===== src/design/abshist_pkg.sv =====
// abshist_pkg: shared types and constants of the age-bucketed sample history.
// Used by abshist_mem, abshist_ctrl and age_bucketed_sample_history_top.
`timescale 1ns / 1ps
`default_nettype none

package abshist_pkg;

  // Configuration register width and reset value
  localparam int SEC_W = 17;
  localparam logic [SEC_W-1:0] SLOT_SEC_RST = 17'd10800;

  // One input word: a new sample and the current time
  typedef struct packed {
    logic [31:0] take_time;
    logic [15:0] take_pressure;
    logic [31:0] now_time;
  } sample_t;

  // One output word: a reported slot
  typedef struct packed {
    logic [5:0]  slot_index;
    logic [31:0] slot_time;
    logic [15:0] slot_pressure;
    logic        last_slot;
  } slot_word_t;

  // One stored history entry
  typedef struct packed {
    logic [31:0] etime;
    logic [15:0] pressure;
  } entry_t;

  // Sequencer states
  typedef enum logic [2:0] {
    ST_IDLE,
    ST_SETUP,
    ST_SCAN,
    ST_TAKE_RD,
    ST_TAKE,
    ST_EMIT_RD,
    ST_EMIT
  } state_t;

endpackage

`default_nettype wire


===== src/design/abshist_mem.sv =====
// abshist_mem: history store, one entry per slot, one write and one read port.
// Registered read; per-entry valid bits make unwritten entries read as zero.
// Depends on abshist_pkg.
`timescale 1ns / 1ps
`default_nettype none

module abshist_mem #(
  parameter int SLOTS = 4,
  localparam int AW = $clog2(SLOTS)
) (
  input  wire logic                clk,
  input  wire logic                rst,
  input  wire logic                rd_en,
  input  wire logic [AW-1:0]       rd_addr,
  output abshist_pkg::entry_t      rd_data,
  input  wire logic                wr_en,
  input  wire logic [AW-1:0]       wr_addr,
  input  wire abshist_pkg::entry_t wr_data
);

  abshist_pkg::entry_t mem [SLOTS];
  logic [SLOTS-1:0]    valid;
  abshist_pkg::entry_t rd_q;
  logic                rd_vld;

  // Entry array write
  always_ff @(posedge clk) begin
    if (wr_en) begin
      mem[wr_addr] <= wr_data;
    end
  end

  // Valid bits, cleared at reset
  always_ff @(posedge clk) begin
    if (rst) begin
      valid <= '0;
    end else if (wr_en) begin
      valid[wr_addr] <= 1'b1;
    end
  end

  // Registered read
  always_ff @(posedge clk) begin
    if (rst) begin
      rd_vld <= 1'b0;
    end else if (rd_en) begin
      rd_vld <= valid[rd_addr];
    end
  end

  always_ff @(posedge clk) begin
    if (rd_en) begin
      rd_q <= mem[rd_addr];
    end
  end

  // An entry never written since reset reads as zero
  assign rd_data = rd_vld ? rd_q : '0;

endmodule

`default_nettype wire


===== src/design/abshist_ctrl.sv =====
// abshist_ctrl: sequencer that refreshes slots by scanning the store,
// conditionally replaces slot 0 and reads every slot out for reporting.
// Depends on abshist_pkg; drives abshist_mem.
`timescale 1ns / 1ps
`default_nettype none

module abshist_ctrl #(
  parameter int SLOTS = 4,
  localparam int AW = $clog2(SLOTS),
  localparam int LW = abshist_pkg::SEC_W + AW
) (
  input  wire logic                           clk,
  input  wire logic                           rst,
  input  wire logic                           in_valid,
  output logic                                in_stall,
  input  wire abshist_pkg::sample_t           in_word,
  input  wire logic [abshist_pkg::SEC_W-1:0]  slot_seconds,
  output logic                                rd_en,
  output logic [AW-1:0]                       rd_addr,
  input  wire abshist_pkg::entry_t            rd_data,
  output logic                                wr_en,
  output logic [AW-1:0]                       wr_addr,
  output abshist_pkg::entry_t                 wr_data,
  input  wire logic                           out_free,
  output logic                                out_load,
  output abshist_pkg::slot_word_t             out_word
);

  localparam logic [AW-1:0] LAST = AW'(SLOTS - 1);

  abshist_pkg::state_t state, state_next;
  logic [AW-1:0]        i, i_next;
  logic [AW-1:0]        k, k_next;
  logic [AW-1:0]        j, j_next;
  logic [LW-1:0]        lo, lo_next;
  abshist_pkg::sample_t smp, smp_next;

  logic [LW:0]  w_ext;
  logic [LW:0]  hi;
  logic [32:0]  age;
  logic [32:0]  tdiff;
  logic         match;
  logic         take_ok;

  // Bucket bounds and age compare for the slot being refreshed
  assign w_ext = (LW+1)'(slot_seconds);
  assign hi    = (LW+1)'(lo) + w_ext + ((i == LAST) ? w_ext : '0);
  assign age   = {1'b0, smp.now_time} - {1'b0, rd_data.etime};
  assign match = !age[32] && (age[31:0] >= 32'(lo)) && (age[31:0] < 32'(hi));

  // Slot 0 replacement test: at least one period since slot 0's time
  assign tdiff   = {1'b0, smp.take_time} - {1'b0, rd_data.etime};
  assign take_ok = !tdiff[32] && (tdiff[31:0] >= 32'(slot_seconds));

  // State and counters
  always_ff @(posedge clk) begin
    if (rst) begin
      state <= abshist_pkg::ST_IDLE;
      i     <= '0;
      k     <= '0;
      j     <= '0;
    end else begin
      state <= state_next;
      i     <= i_next;
      k     <= k_next;
      j     <= j_next;
    end
  end

  // Payload registers
  always_ff @(posedge clk) begin
    lo  <= lo_next;
    smp <= smp_next;
  end

  // Next state and outputs
  always_comb begin
    state_next = state;
    i_next     = i;
    k_next     = k;
    j_next     = j;
    lo_next    = lo;
    smp_next   = smp;
    in_stall   = 1'b1;
    rd_en      = 1'b0;
    rd_addr    = k;
    wr_en      = 1'b0;
    wr_addr    = i;
    wr_data    = rd_data;
    out_load   = 1'b0;
    out_word.slot_index    = 6'(j);
    out_word.slot_time     = rd_data.etime;
    out_word.slot_pressure = rd_data.pressure;
    out_word.last_slot     = (j == LAST);
    case (state)
      abshist_pkg::ST_IDLE: begin
        in_stall = 1'b0;
        if (in_valid) begin
          smp_next   = in_word;
          i_next     = LAST;
          state_next = abshist_pkg::ST_SETUP;
        end
      end
      // Lower bound of slot i, first read of the scan
      abshist_pkg::ST_SETUP: begin
        lo_next    = LW'(slot_seconds) * LW'(i);
        k_next     = i;
        rd_en      = 1'b1;
        rd_addr    = i;
        state_next = abshist_pkg::ST_SCAN;
      end
      // One stored entry checked per cycle, next one read ahead
      abshist_pkg::ST_SCAN: begin
        if (match || (k == '0)) begin
          wr_en   = 1'b1;
          wr_addr = i;
          wr_data = match ? rd_data : '0;
          if (i == AW'(1)) begin
            state_next = abshist_pkg::ST_TAKE_RD;
          end else begin
            i_next     = i - AW'(1);
            state_next = abshist_pkg::ST_SETUP;
          end
        end else begin
          rd_en   = 1'b1;
          rd_addr = k - AW'(1);
          k_next  = k - AW'(1);
        end
      end
      abshist_pkg::ST_TAKE_RD: begin
        rd_en      = 1'b1;
        rd_addr    = '0;
        state_next = abshist_pkg::ST_TAKE;
      end
      abshist_pkg::ST_TAKE: begin
        if (take_ok) begin
          wr_en            = 1'b1;
          wr_addr          = '0;
          wr_data.etime    = smp.take_time;
          wr_data.pressure = smp.take_pressure;
        end
        j_next     = '0;
        state_next = abshist_pkg::ST_EMIT_RD;
      end
      // Read slot j once the output register will be free
      abshist_pkg::ST_EMIT_RD: begin
        if (out_free) begin
          rd_en      = 1'b1;
          rd_addr    = j;
          state_next = abshist_pkg::ST_EMIT;
        end
      end
      abshist_pkg::ST_EMIT: begin
        out_load = 1'b1;
        if (j == LAST) begin
          state_next = abshist_pkg::ST_IDLE;
        end else begin
          j_next     = j + AW'(1);
          state_next = abshist_pkg::ST_EMIT_RD;
        end
      end
      default: begin
        state_next = abshist_pkg::ST_IDLE;
      end
    endcase
  end

endmodule

`default_nettype wire


===== src/design/age_bucketed_sample_history_top.sv =====
// age_bucketed_sample_history_top: top level with the slot_seconds register,
// the output word register, the sequencer and the history store.
// Depends on abshist_pkg, abshist_mem, abshist_ctrl.
//
// Usage:
//   in channel (in_valid / in_stall / in_word): one sample word with its own
//   time, pressure and the current time. A word is taken when in_valid is
//   high and in_stall low; in_stall stays high until the report is done.
//   out channel (out_valid / out_stall / out_word): SLOTS words per sample,
//   slot 0 first, last_slot set on slot SLOTS-1.
//   cfg channel (cfg_valid / cfg_ready / cfg_data): writes slot_seconds,
//   always ready; write only while the block is idle.
// Steps per sample: accept, then for each slot i from SLOTS-1 down to 1 a
// setup step and a scan of stored entries from slot i downwards (1 to i+1
// entries checked, one memory read each), then a read and check of slot 0
// and a read and load for each reported slot. The single read port of the
// store makes these steps run one after another.
// Reset: all slots read as zero and slot_seconds returns to 10800.
// A stalled receiver holds the output word; the read-out waits meanwhile.
`timescale 1ns / 1ps
`default_nettype none

module age_bucketed_sample_history_top #(
  parameter int SLOTS = 4
) (
  input  wire logic                           clk,
  input  wire logic                           rst,
  input  wire logic                           in_valid,
  output logic                                in_stall,
  input  wire abshist_pkg::sample_t           in_word,
  output logic                                out_valid,
  input  wire logic                           out_stall,
  output abshist_pkg::slot_word_t             out_word,
  input  wire logic                           cfg_valid,
  output logic                                cfg_ready,
  input  wire logic [abshist_pkg::SEC_W-1:0]  cfg_data
);

  localparam int AW = $clog2(SLOTS);

  logic [abshist_pkg::SEC_W-1:0] slot_seconds;
  logic                          rd_en;
  logic [AW-1:0]                 rd_addr;
  abshist_pkg::entry_t           rd_data;
  logic                          wr_en;
  logic [AW-1:0]                 wr_addr;
  abshist_pkg::entry_t           wr_data;
  logic                          out_free;
  logic                          out_load;
  abshist_pkg::slot_word_t       load_word;

  // Configuration register
  assign cfg_ready = 1'b1;

  always_ff @(posedge clk) begin
    if (rst) begin
      slot_seconds <= abshist_pkg::SLOT_SEC_RST;
    end else if (cfg_valid && cfg_ready) begin
      slot_seconds <= cfg_data;
    end
  end

  // Output word register
  assign out_free = !out_valid || !out_stall;

  always_ff @(posedge clk) begin
    if (rst) begin
      out_valid <= 1'b0;
    end else if (out_load) begin
      out_valid <= 1'b1;
    end else if (!out_stall) begin
      out_valid <= 1'b0;
    end
  end

  always_ff @(posedge clk) begin
    if (out_load) begin
      out_word <= load_word;
    end
  end

  abshist_ctrl #(
    .SLOTS (SLOTS)
  ) u_ctrl (
    .clk          (clk),
    .rst          (rst),
    .in_valid     (in_valid),
    .in_stall     (in_stall),
    .in_word      (in_word),
    .slot_seconds (slot_seconds),
    .rd_en        (rd_en),
    .rd_addr      (rd_addr),
    .rd_data      (rd_data),
    .wr_en        (wr_en),
    .wr_addr      (wr_addr),
    .wr_data      (wr_data),
    .out_free     (out_free),
    .out_load     (out_load),
    .out_word     (load_word)
  );

  abshist_mem #(
    .SLOTS (SLOTS)
  ) u_mem (
    .clk     (clk),
    .rst     (rst),
    .rd_en   (rd_en),
    .rd_addr (rd_addr),
    .rd_data (rd_data),
    .wr_en   (wr_en),
    .wr_addr (wr_addr),
    .wr_data (wr_data)
  );

`ifndef SYNTHESIS
  // A loaded word never overwrites one still waiting
  a_no_overwrite: assert property (@(posedge clk) disable iff (rst)
    out_load |-> (!out_valid || !out_stall))
    else $error("output word overwritten");

  // The store is never read and written at one entry in the same cycle
  a_no_rw_clash: assert property (@(posedge clk) disable iff (rst)
    (rd_en && wr_en) |-> (rd_addr != wr_addr))
    else $error("read and write of one entry in one cycle");

  // An accepted sample holds off the next one
  a_busy_after_take: assert property (@(posedge clk) disable iff (rst)
    (in_valid && !in_stall) |=> in_stall)
    else $error("input taken while busy");

  // The last reported slot frees the input side
  a_idle_after_last: assert property (@(posedge clk) disable iff (rst)
    (out_load && load_word.last_slot) |=> !in_stall)
    else $error("not idle after last slot");
`endif

endmodule

`default_nettype wire


===== config.mk =====
export PLATFORM = sky130hd
export DESIGN_NAME = age_bucketed_sample_history_top
export DESIGN_NICKNAME = d
export VERILOG_FILES = /design/src/design/abshist_pkg.sv /design/src/design/abshist_mem.sv /design/src/design/abshist_ctrl.sv /design/src/design/age_bucketed_sample_history_top.sv
export SDC_FILE = /design/constraint.sdc
export NUM_CORES = 1
export LEC_CHECK = 0
export BUFFER_PORTS_ARGS = -buffer_cell sky130_fd_sc_hd__buf_2
export CORE_ASPECT_RATIO = 1.2
export CORE_UTILIZATION = 30
export CTS_BUF_LIST = sky130_fd_sc_hd__clkbuf_8
export CTS_CLUSTER_SIZE = 28
export DETAILED_ROUTE_END_ITERATION = 10
export GPL_ROUTABILITY_DRIVEN = 0
export PLACE_DENSITY = 0.55
export SYNTH_ARGS = -nofsm -noshare
export SYNTH_HDL_FRONTEND = slang
export SYNTH_SLANG_ARGS = --single-unit

===== constraint.sdc =====
create_clock -name clk -period 14.45 [get_ports clk]
set_input_delay 0 -clock clk [delete_from_list [all_inputs] [get_ports clk]]
set_output_delay 0 -clock clk [all_outputs]
set_load 0.02 [all_outputs]

---- Word level (Yosys, flattened, before mapping) ----
Memory sizes are Yosys's and may differ from the RTL's. A register that Yosys moved wholly into a read port is not among the register bits.
Index checks and enable logic that the tools add are counted.
operators by class
  bitwise logic cells ..................... 1
  equal/unequal tests ..................... 15
  mux-type cells .......................... 40
  $lt $le $gt $ge ......................... 6
  $add $sub $neg .......................... 7
  reductions and logical operators ........ 20
  multipliers ............................. 1
operator list
  kind                                                         number
  two-way mux 48 bit                                           4
  one-hot mux 48 bit (2 select lines)                          1
  subtractor 32 x 32 -> 33 bit                                 2
  >= comparator 32 x 17 -> 1 bit                               1
  >= comparator 32 x 19 -> 1 bit                               1
  less-than comparator 32 x 20 -> 1 bit                        1
  one-hot mux 3 bit (7 select lines)                           1
  adder 19 x 17 -> 20 bit                                      1
  adder 20 bit                                                 1
  multiplier 17 x 2 -> 19 bit                                  1
  two-way mux 2 bit                                            9
  two-way mux 17 bit                                           1
  two-way mux 1 bit                                            12
  two-way mux 3 bit                                            4
  one-hot mux 2 bit (2 select lines)                           3
  == test 3 bit (second input constant)                        3
  inequality test 2 bit (second input constant)                4
  one-hot mux 2 bit (4 select lines)                           1
  == test 3 x 2 -> 1 bit (second input constant)               2
  less-than comparator 2 x 3 -> 1 bit (second input constant)  2
  nonzero test 2 bit                                           3
  == test 2 bit (second input constant)                        2
  logical AND 1 bit                                            4
  logical NOT 1 bit                                            4
  other kinds (18)                                             22
word-level totals
  register bits ........................... 182
  memories ................................ 1
  output and inout port bits .............. 58
  bits in writable memories ............... 192
  input bits .............................. 102
  logic and storage cells ................. 107
memory list
  memory     words  bits a word  rd ports  clocked after Yosys merged registers in  wr ports  line               RTL
  u_mem.mem  4      48           1         1                                        1         abshist_mem.sv:21  abshist_pkg::entry_t mem [SLOTS];

---- Longest topological paths before layout ----
Gate-level depths: netlist (run 1).
  word-level depth ........................ 11
  gate-level depth with buffers ........... 35
  gate-level depth less buffers ........... 31

---- Modules after synthesis ----
A second synthesis (run 1) with hierarchy kept.
unflattened totals
  cell total of the unflattened synthesis .. 1,856
  area total of the unflattened synthesis .. 23,312.4 um2
modules (own cells, without submodules)
  module                           cells an instance  area each (um2)  times used  seq. area each (um2)
  abshist_ctrl                     1,365              11,930.2         1           3,153.0
  abshist_mem                      375                9,053.7          1           7,307.0
  age_bucketed_sample_history_top  116                2,328.5          1           2,011.9

---- Worst setup path before layout (run 1) ----
No wires, ideal clock.
  kind .................................... reg2reg
  start ................................... register u_ctrl.i[0]
  end ..................................... memory u_mem.mem[1][0] (netlist name) (enable)
  required time ........................... 13.874 ns
  stages on the path, launching flop included .. 31
  clock period less this slack ............ 11.621 ns
  setup time .............................. 0.576 ns
  data arrival time ....................... 11.045 ns
  path slack .............................. 2.829 ns
  buffers on the path ..................... 2
  cells stage by stage .................... dfxtp_1 -> ha_1 -> clkbuf_1 -> clkbuf_1 -> nor2_1 -> ha_1 -> ha_1 -> fa_1 -> a21o_1 -> a21oi_1 -> o21bai_1 -> a21oi_1 -> o21bai_1 -> a21oi_1 -> nor2b_1 -> o21a_1 -> o41ai_1 -> o2111ai_1 -> a21oi_1 -> xor2_1 -> ha_1 -> a21o_1 -> a21o_1 -> a2111oi_0 -> o221ai_1 -> a21oi_1 -> nand4_1 -> or3_1 -> nor4_4 -> a21oi_1 -> nor4_1
between the ends
  word-level cells in the longest chain between the ends .. 10
  elaborated cells between the ends (all ways) .. 12
  classes of those cells .................. 1 x add/sub; 1 x order compare; 1 x eq/ne; 7 x mux; 2 x reduce/logical
RTL lines
  item                                     line                 RTL
  start, declared                          abshist_ctrl.sv:32   logic [AW-1:0] i, i_next;
  start signal, assigned                   abshist_ctrl.sv:64   i <= i_next;
  == test 2 bit                            abshist_ctrl.sv:47   assign hi = (LW+1)'(lo) + w_ext + ((i == LAST) ? w_ext : '0);
  two-way mux 17 bit                       abshist_ctrl.sv:47
  adder 20 bit                             abshist_ctrl.sv:47
  less-than comparator 32 x 20 -> 1 bit    abshist_ctrl.sv:49   assign match = !age[32] && (age[31:0] >= 32'(lo)) && (age[31:0] < 32'(hi));
  logical AND 1 bit                        abshist_ctrl.sv:49
  logical OR 1 bit                         abshist_ctrl.sv:114  if (match || (k == '0)) begin
  two-way mux 1 bit                        abshist_ctrl.sv:114
  one-hot mux 1 bit (2 select lines)       abshist_ctrl.sv:95   case (state)
  two-way mux 1 bit                        abshist_mem.sv:28    if (wr_en) begin
  two-way mux 1 bit (implied by the code)  abshist_mem.sv:29    mem[wr_addr] <= wr_data;
  end, declared                            abshist_mem.sv:21
Several ways; a longest one is shown, not always the timed one.

---- Worst setup path after layout (run 1) ----
  start ................................... register u_ctrl.i[0]
  end ..................................... register, netlist name u_mem.rd_q[32]
between the ends
  word-level cells in the longest chain between the ends .. 8
  elaborated cells between the ends (all ways) .. 10
  classes of those cells .................. 1 x add/sub; 1 x order compare; 1 x eq/ne; 5 x mux; 2 x reduce/logical
RTL lines
  item                                                                                             line
  == test 2 bit                                                                                    abshist_ctrl.sv:47
  two-way mux 17 bit                                                                               abshist_ctrl.sv:47
  adder 20 bit                                                                                     abshist_ctrl.sv:47
  less-than comparator 32 x 20 -> 1 bit                                                            abshist_ctrl.sv:49
  logical AND 1 bit                                                                                abshist_ctrl.sv:49
  logical OR 1 bit                                                                                 abshist_ctrl.sv:114
  two-way mux 2 bit / two-way mux 1 bit (equally long branches)                                    -
  one-hot mux 2 bit (4 select lines) / one-hot mux 1 bit (3 select lines) (equally long branches)  abshist_ctrl.sv:95
Several ways; a longest one is shown, not always the timed one.
A chain may end at the register's enable or synchronous reset.

==> reports/metrics.cfg, run 1 <==
[run_status]
status=complete, no violations

[cts]
clock_latency_ns=0.67
cts-root-buf=clkbuf_8
clk_pin_slew_ns=0.06
clk_path_buf_depth=3
cts_inserted_buffers=74
cts_sinks=422
cts_tree=done
cts_setup_buffers=0
h-tree-depth=3

[layout]
area_delta_synth_final_pct=21.9
multi_input_area_um2=9660
nets=2530
layout-drive-gt1-share_pct=14.1
instances_no_fill=3318
fin_area_um2=27800
n_fill_cell=7383
regArea_um2=12400

[place]
io_buffer_count=154
dp_hpwl_um=42000
placed_cells=3012
dpl-instance-area_um2=24600

[floorplanning]
num_io_pins=160
die_area_um2=77000
die_h_um=304
fp-row-count=110
die_width_um=254
start_util_pct=30.4
core_um2=75000

[synth]
synth_warnings=0
synthArstFlopShare_pct=0
ys_seq_area_share_pct=54.2
synth_area_leaders=edfxtp_1 (51%), ha_1 (9.6%), mux2i_1 (7.9%)
synthCells=1904
ys.flop_type=edfxtp_1
synth-edff-count=390
synth_area_um2=22800
yosysMostFrequentCell=edfxtp_1
yosysTopAreaCell=edfxtp_1
ys_seq_elements=422
synth.avg_cell_area_um2=12.0
synth_top_area_share_pct=51.4
yosysUniqueCellTypes=76
yosys-top-cells-count=edfxtp_1 (390), mux2i_1 (180), ha_1 (174), nor2_1 (166), inv_1 (132)

[worst_setup_path]
crit_path_top_delay_cell=buf_4
cp.arrival_ns=10.52
reg2reg_to=u_mem.rd_q[32]
worstSetupPathType=reg2reg
start_kind=register
r2r_cells=33
r2r_start=u_ctrl.i[0]
crit_start=u_ctrl.i[0]
cp-endpoint=u_mem.rd_q[32]
crit_path_max_incr_delay_ns=0.79
r2r_slack_ns=4.30
crit_top_cell=a21oi_1
cp-end-kind=register
cp.required_ns=14.82
worstPathMaxFanout=61

[timing]
worst_pin_slew_ns=1.09
finalMaxSlewViolations=0
slew_headroom_pct=27.2
grt_setup_unrepaired=false
setup_viol=0
fin_setup_tns_ns=0
finalCritPeriodShare_pct=70.3
clock_skew_ns=0.0465
min_period_ns=10.15
fmax_mhz=98.5
hold_viol_final=0

[power]
power_mw=3.07
pwr_density_cell_nw_per_um2=111
p_leak_nw=12.0
ir_drop_mv=0.0526

[grt]
grt_busiest_layer=met2
grt_pass1_wl_um=93500
use_met2_pct=28.4
grt_usage_pct=15.9
grtUsageMet3_pct=2.35
use_met1_pct=19.1
antenna_found_initial=3
grt_pass1_vias=16500
overflow=0
grt_max_degree=62

[job]
max-cap-violations=0

[routing]
drtPass1Iterations=5
detail_route.wl_per_cell_um=18.6
routed_via_density=4.87
dr_total_vias=16200
drc_errors=0
wl_um=61800
drt-initial-drc-count=953
postRouteAntennaNets=0

[hold_path]
hold_class=in2reg

-- worst max-delay path, delay by kind of cell (launching register included) --
family                     cells  cell delay, ns
AOI/OAI and AO/OA             17            3.94
adders and majority gates      5            1.80
buffers and inverters          2            1.49
and+or+nand+nor                6            1.28
DFF                            1            0.65
muxes                          2            0.39
xor gates and xnor gates       1            0.19
-- flip-flops by register name, indices dropped and copies added, names as in the netlist --
signal,flops
u_ctrl.i,2
u_ctrl.k,2
out_valid,1
u_mem.rd_vld,1
u_ctrl.state,3
u_ctrl.smp,80
u_ctrl.lo,19
out_word,51
u_mem.valid,4
u_mem.rd_q,48
u_ctrl.j,2
u_mem.mem,192
slot_seconds,17
-- final cells by class --
class / count / area share [%]
Antenna cell: 2 / 0.0180
Timing Repair Buffer: 336 / 9.23
Multi-Input combinational cell: 1282 / 34.8
Inverter: 134 / 1.82
Clock buffer: 74 / 3.67
Sequential cell: 422 / 44.5
Tap cell: 1008 / 4.54
Clock inverter: 60 / 1.46
-- metrics by stage --
| stage | hold slack [ns] | util (%) | worst slack [ns] |
|---|---|---|---|
| after CTS | 0.0000475 | 37.0 | 4.28 |
| final | 0.0571 | 37.0 | 4.30 |
| after global placement | 0.179 | 32.9 | 4.47 |
| after detailed placement | 0.178 | 32.9 | 4.37 |
| after global routing | 0.0198 | 37.0 | 3.52 |
| after floorplan | 0.0989 | - | 2.83 |
-- worst min-delay path by stage --
stage | start | to | slack [ns] | cells past startpoint
3_3_place_gp | in_word[17] | u_ctrl.smp[17] | 0.18 | 1
4_1_cts | in_word[69] | u_ctrl.smp[69] | 0.00005 | 2
3_5_place_dp | in_word[17] | u_ctrl.smp[17] | 0.18 | 1
6_report | in_word[79] | u_ctrl.smp[79] | 0.06 | 2
2_1_floorplan | in_word[0] | u_ctrl.smp[0] | 0.1 | 0
5_1_grt | in_word[69] | u_ctrl.smp[69] | 0.02 | 2
-- repair_timing --
action | 4_1_cts | 5_1_grt
hold buffers | 170 | 0
gates resized for setup | 0 | 0
endpoints found under the hold margin | 137 | 0
-- layout by cell type (no fill, tap or decap), drive strengths merged, types with 27 or more instances in the layout --
cell type / count
a21o: 59
a21oi: 102
and2: 28
buf: 166
clkbuf: 74
clkinv: 33
dfxtp: 32
dlygate4sd3: 170
edfxtp: 390
ha: 174
inv: 157
mux2: 34
mux2i: 180
nand2: 102
nor2: 166
nor3: 27
o21ai: 75
xnor2: 44
-- report_power, final --
| part | switching [mW] | internal, mW | leakage (nW) | total, mW |
|---|---|---|---|---|
| combinational | 0.328 | 0.245 | 7.14 | 0.572 |
| clock | 0.528 | 0.549 | 0.805 | 1.08 |
| sequential | 0.0297 | 1.39 | 4.03 | 1.42 |
| total | 0.886 | 2.19 | 12.0 | 3.07 |
-- logic make-up after synthesis --
kind of cell               count (synthesis)  share of synthesized area [%]
and+or+nand+nor                          441                           9.14
DFF                                      422                           54.2
AOI/OAI and AO/OA                        378                           10.9
muxes                                    214                           9.59
buffers and inverters                    203                           3.69
adders and majority gates                178                           9.91
xor gates and xnor gates                  66                           2.54
other                                      2                         0.0330
-- routing by layer --
layer	vias to the layer above	wire length, µm
met5	-	0
met3	97	2850
met2	420	31200
li1	7747	-
met4	0	1700
met1	7897	26100
(Power assumes the default switching activity.)
==> run 2, diff against run 1 <==
Settings changed: ABC_AREA set to 1.
Clock period 14.45 ns to 9.6 ns, I/O delays scaled along.
==> run 2 against run 1 <==
Final cell count up 16%; register-to-register slack worse by 2.2 ns; highest routed layer unchanged; design area grew 0.28%; largest power group unchanged; worst setup slack got worse by 2.2 ns; power rose by 97%; routed wire length rose by 7.1%.
==> reports/metrics.cfg, run 2 <==
[layout]
reg_top3=u_mem.mem (192), u_ctrl.smp (80), out_word (51)  ; unchanged
nets=3073  ; was 2,530
layout-drive-gt1-share_pct=10.7  ; was 14.1%
layout_commonest_cell=nand2_1  ; was edfxtp_1
instances_no_fill=3865  ; was 3,318
fin_area_um2=27900  ; was 27,800 µm²
mostFrequentLayoutCells=nand2_1 (567), inv_1 (392), edfxtp_1 (390)  ; was edfxtp_1 (390), mux2i_1 (180), ha_1 (174)
largest-register=u_mem.mem  ; unchanged
area_delta_synth_final_pct=19.5  ; was 21.9%
final_core_util_pct=36.3  ; was 37.0%
largest_reg_flops=192  ; unchanged

[power]
p_leak_nw=12.3  ; was 12.0 nW
power_mw=6.04  ; was 3.07 mW
pwr-share-comb_pct=34.2  ; was 18.6%
pwr_density_cell_nw_per_um2=217  ; was 111 nW/µm²
intPower_mw=3.84  ; was 2.19 mW
p_seq_share_pct=38.6  ; was 46.3%
power.share.clock_pct=27.2  ; was 35.1%
ir_drop_mv=0.113  ; was 0.0526 mV
swShare_pct=36.4  ; was 28.8%
power.switching_mw=2.20  ; was 0.886 mW

[synth]
yosysMostFrequentCell=nand2_1  ; was edfxtp_1
ys_seq_elements=422  ; unchanged
yosysTopAreaCell=edfxtp_1  ; unchanged
synthCells=2488  ; was 1,904
synth.avg_cell_area_um2=9.37  ; was 12.0 µm²
ys.flop_type=edfxtp_1  ; unchanged
synth_top_area_share_pct=50.2  ; was 51.4%
yosysUniqueCellTypes=52  ; was 76
ys_seq_area_share_pct=53.0  ; was 54.2%
yosys-top-cells-count=nand2_1 (568), edfxtp_1 (390), inv_1 (379), nor2_1 (188), ha_1 (174)  ; was edfxtp_1 (390), mux2i_1 (180), ha_1 (174), nor2_1 (166), inv_1 (132)
synth_area_leaders=edfxtp_1 (50%), ha_1 (9.3%), nand2_1 (9.1%)  ; was edfxtp_1 (51%), ha_1 (9.6%), mux2i_1 (7.9%)
synth-edff-count=390  ; unchanged
synthArstFlopShare_pct=0  ; unchanged
synth_warnings=0  ; unchanged
synth_area_um2=23300  ; was 22,800 µm²

[timing]
slew_headroom_pct=27.1  ; was 27.2%
setup_viol=0  ; unchanged
worst_pin_slew_ns=1.09  ; about the same
fin_ws_ns=2.14  ; was 4.30 ns
finalCritPeriodShare_pct=77.7  ; was 70.3%
grt_setup_unrepaired=false  ; unchanged
clock_skew_ns=0.0564  ; was 0.0465 ns
min_period_ns=7.46  ; was 10.15 ns
hold_viol_final=0  ; unchanged
fin_setup_tns_ns=0  ; unchanged
fmax_mhz=134  ; was 98.5 MHz
finalMaxSlewViolations=0  ; unchanged
whs_ns=0.0569  ; was 0.0571 ns

[worst_setup_path]
crit_top_cell=nand2_1  ; was a21oi_1
cp.required_ns=9.97  ; was 14.82 ns
cp_num_cells=38  ; was 33
crit_path_top_delay_cell=buf_4  ; unchanged
path_buf_inv=2  ; unchanged
crit_start=u_ctrl.i[0]  ; unchanged
r2r_cells=38  ; was 33
r2r_slack_ns=2.14  ; was 4.30 ns
crit_path_max_incr_delay_ns=0.81  ; was 0.79 ns
cp-endpoint=u_mem.rd_q[4]  ; was u_mem.rd_q[32]
worstSetupPathType=reg2reg  ; unchanged
cp-end-kind=register  ; unchanged
reg2reg_to=u_mem.rd_q[4]  ; was u_mem.rd_q[32]
r2r_start=u_ctrl.i[0]  ; unchanged
start_kind=register  ; unchanged
worstPathMaxFanout=96  ; was 61
crit_family=compound AO/OA/AOI/OAI gates  ; unchanged
cp.arrival_ns=7.83  ; was 10.52 ns

[floorplanning]
start_util_pct=30.4  ; about the same
fp-row-count=111  ; was 110
core_um2=76700  ; was 75,000 µm²
num_io_pins=160  ; unchanged
die_h_um=307  ; was 304 µm
die_area_um2=78800  ; was 77,000 µm²
die_width_um=257  ; was 254 µm

[grt]
grt_pass1_vias=17700  ; was 16,500
antenna_found_initial=1  ; was 3
grt_usage_pct=16.7  ; was 15.9%
overflow=0  ; unchanged
grt_pass1_wl_um=100000  ; was 93,500 µm
use_met2_pct=31.2  ; was 28.4%
grt_max_degree=97  ; was 62
grtUsageMet3_pct=2.17  ; was 2.35%
use_met1_pct=19.0  ; was 19.1%
grt_busiest_layer=met2  ; unchanged

[place]
io_buffer_count=154  ; unchanged
placed_cells=3617  ; was 3,012
dp_hpwl_um=48400  ; was 42,000 µm
post-place-ws_ns=2.12  ; was 4.37 ns
dpl-instance-area_um2=25200  ; was 24,600 µm²

[routing]
wl_um=66200  ; was 61,800 µm
detail_route.wl_per_cell_um=17.1  ; was 18.6 µm
postRouteAntennaNets=0  ; unchanged
drc_errors=0  ; unchanged
drtPass1Iterations=5  ; unchanged
dr_total_vias=18000  ; was 16,200
routed_via_density=4.64  ; was 4.87
drt-initial-drc-count=1100  ; was 953

[cts]
clk_path_buf_depth=3  ; unchanged
clock_latency_ns=0.68  ; was 0.67 ns
cts_sinks=422  ; unchanged
clk_pin_slew_ns=0.07  ; was 0.06 ns
cts-root-buf=clkbuf_8  ; unchanged
cts_inserted_buffers=70  ; was 74
h-tree-depth=3  ; unchanged
cts_tree=done  ; unchanged

[hold_path]
hold_class=in2reg  ; unchanged

[job]
max-cap-violations=0  ; unchanged

[run_status]
status=complete, no violations  ; unchanged

run 2: cell count changes after synthesis, moves of 24 or more:
cell and change:
mux2_2 -32, o21ai_1 +107, xnor2_1 -27, a21oi_1 +42, mux2i_1 -180, nand3_1 +42, and2_1 -24, inv_1 +247
nand2_1 +466, xor2_1 +34, o22ai_1 +49, a21o_1 -50
run 2: cell type report:
| cell class | count | area (µm²) |
|---|---|---|
| Fill cell | 7838 | 48800 |
| Inverter | 390 | 1460 |
| Clock buffer | 73 | 1000 |
| Multi-Input combinational cell | 1617 | 9210 |
| Timing Repair Buffer | 292 | 2110 |
| Tap cell | 1017 | 1270 |
| Antenna cell | 1 | 2.50 |
| Sequential cell | 422 | 12400 |
| Clock inverter | 53 | 434 |
run 2: metal layers:
| metal | vias to the layer above | routed length, µm |
|---|---|---|
| li1 | 8988 | - |
| met1 | 8491 | 26800 |
| met2 | 378 | 34700 |
| met3 | 93 | 2550 |
| met4 | 0 | 2220 |
| met5 | - | 0 |
run 2: logic make-up after synthesis:
group | Yosys count | share of synthesized area [%]
flops | 422 | 53.0
simple gates | 886 | 15.4
other cells | 2 | 0.0322
buf+inv | 452 | 7.84
compound gates | 475 | 11.4
xor+xnor | 73 | 2.74
fa+ha+maj | 178 | 9.68
run 2: worst min path at each step:
stage	start	to	slack, ns	cells after the start
after floorplan	in_word[0]	u_ctrl.smp[0]	0.1	0
after global placement	in_word[34]	u_ctrl.smp[34]	0.18	1
after detailed placement	in_word[43]	u_ctrl.smp[43]	0.18	1
after CTS	in_word[15]	u_ctrl.smp[15]	0.001	2
after global routing	in_word[37]	u_ctrl.smp[37]	0.03	2
final	in_word[48]	u_ctrl.smp[48]	0.06	2
run 2: worst reg2reg max path, delay by kind of cell, from the launching register on:
kind                     cells  cell delay (ns)
adder cells (fa/ha/maj)      5             1.74
buffers and inverters        2             1.12
AO/OA/AOI/OAI               15             1.97
flip-flops                   1             0.30
AND/OR/NAND/NOR             16             2.04
run 2: power by group through the flow:
| stage | registers [mW] | clock network [mW] | logic (mW) |
|---|---|---|---|
| 2_1_floorplan | 2.33 | 0 | 1.53 |
| 5_1_grt | 2.34 | 1.77 | 2.35 |
| 4_1_cts | 2.33 | 1.70 | 2.08 |
| 3_3_place_gp | 2.37 | 0 | 2.01 |
| 3_5_place_dp | 2.37 | 0 | 2.03 |
| 6_report | 2.33 | 1.65 | 2.07 |
run 2: timing repair:
item / 4_1_cts / 5_1_grt
hold buffers: 121 / 0
buffers inserted: 0 / 0
endpoints found under the hold margin: 128 / 0
gates resized for setup: 0 / 0
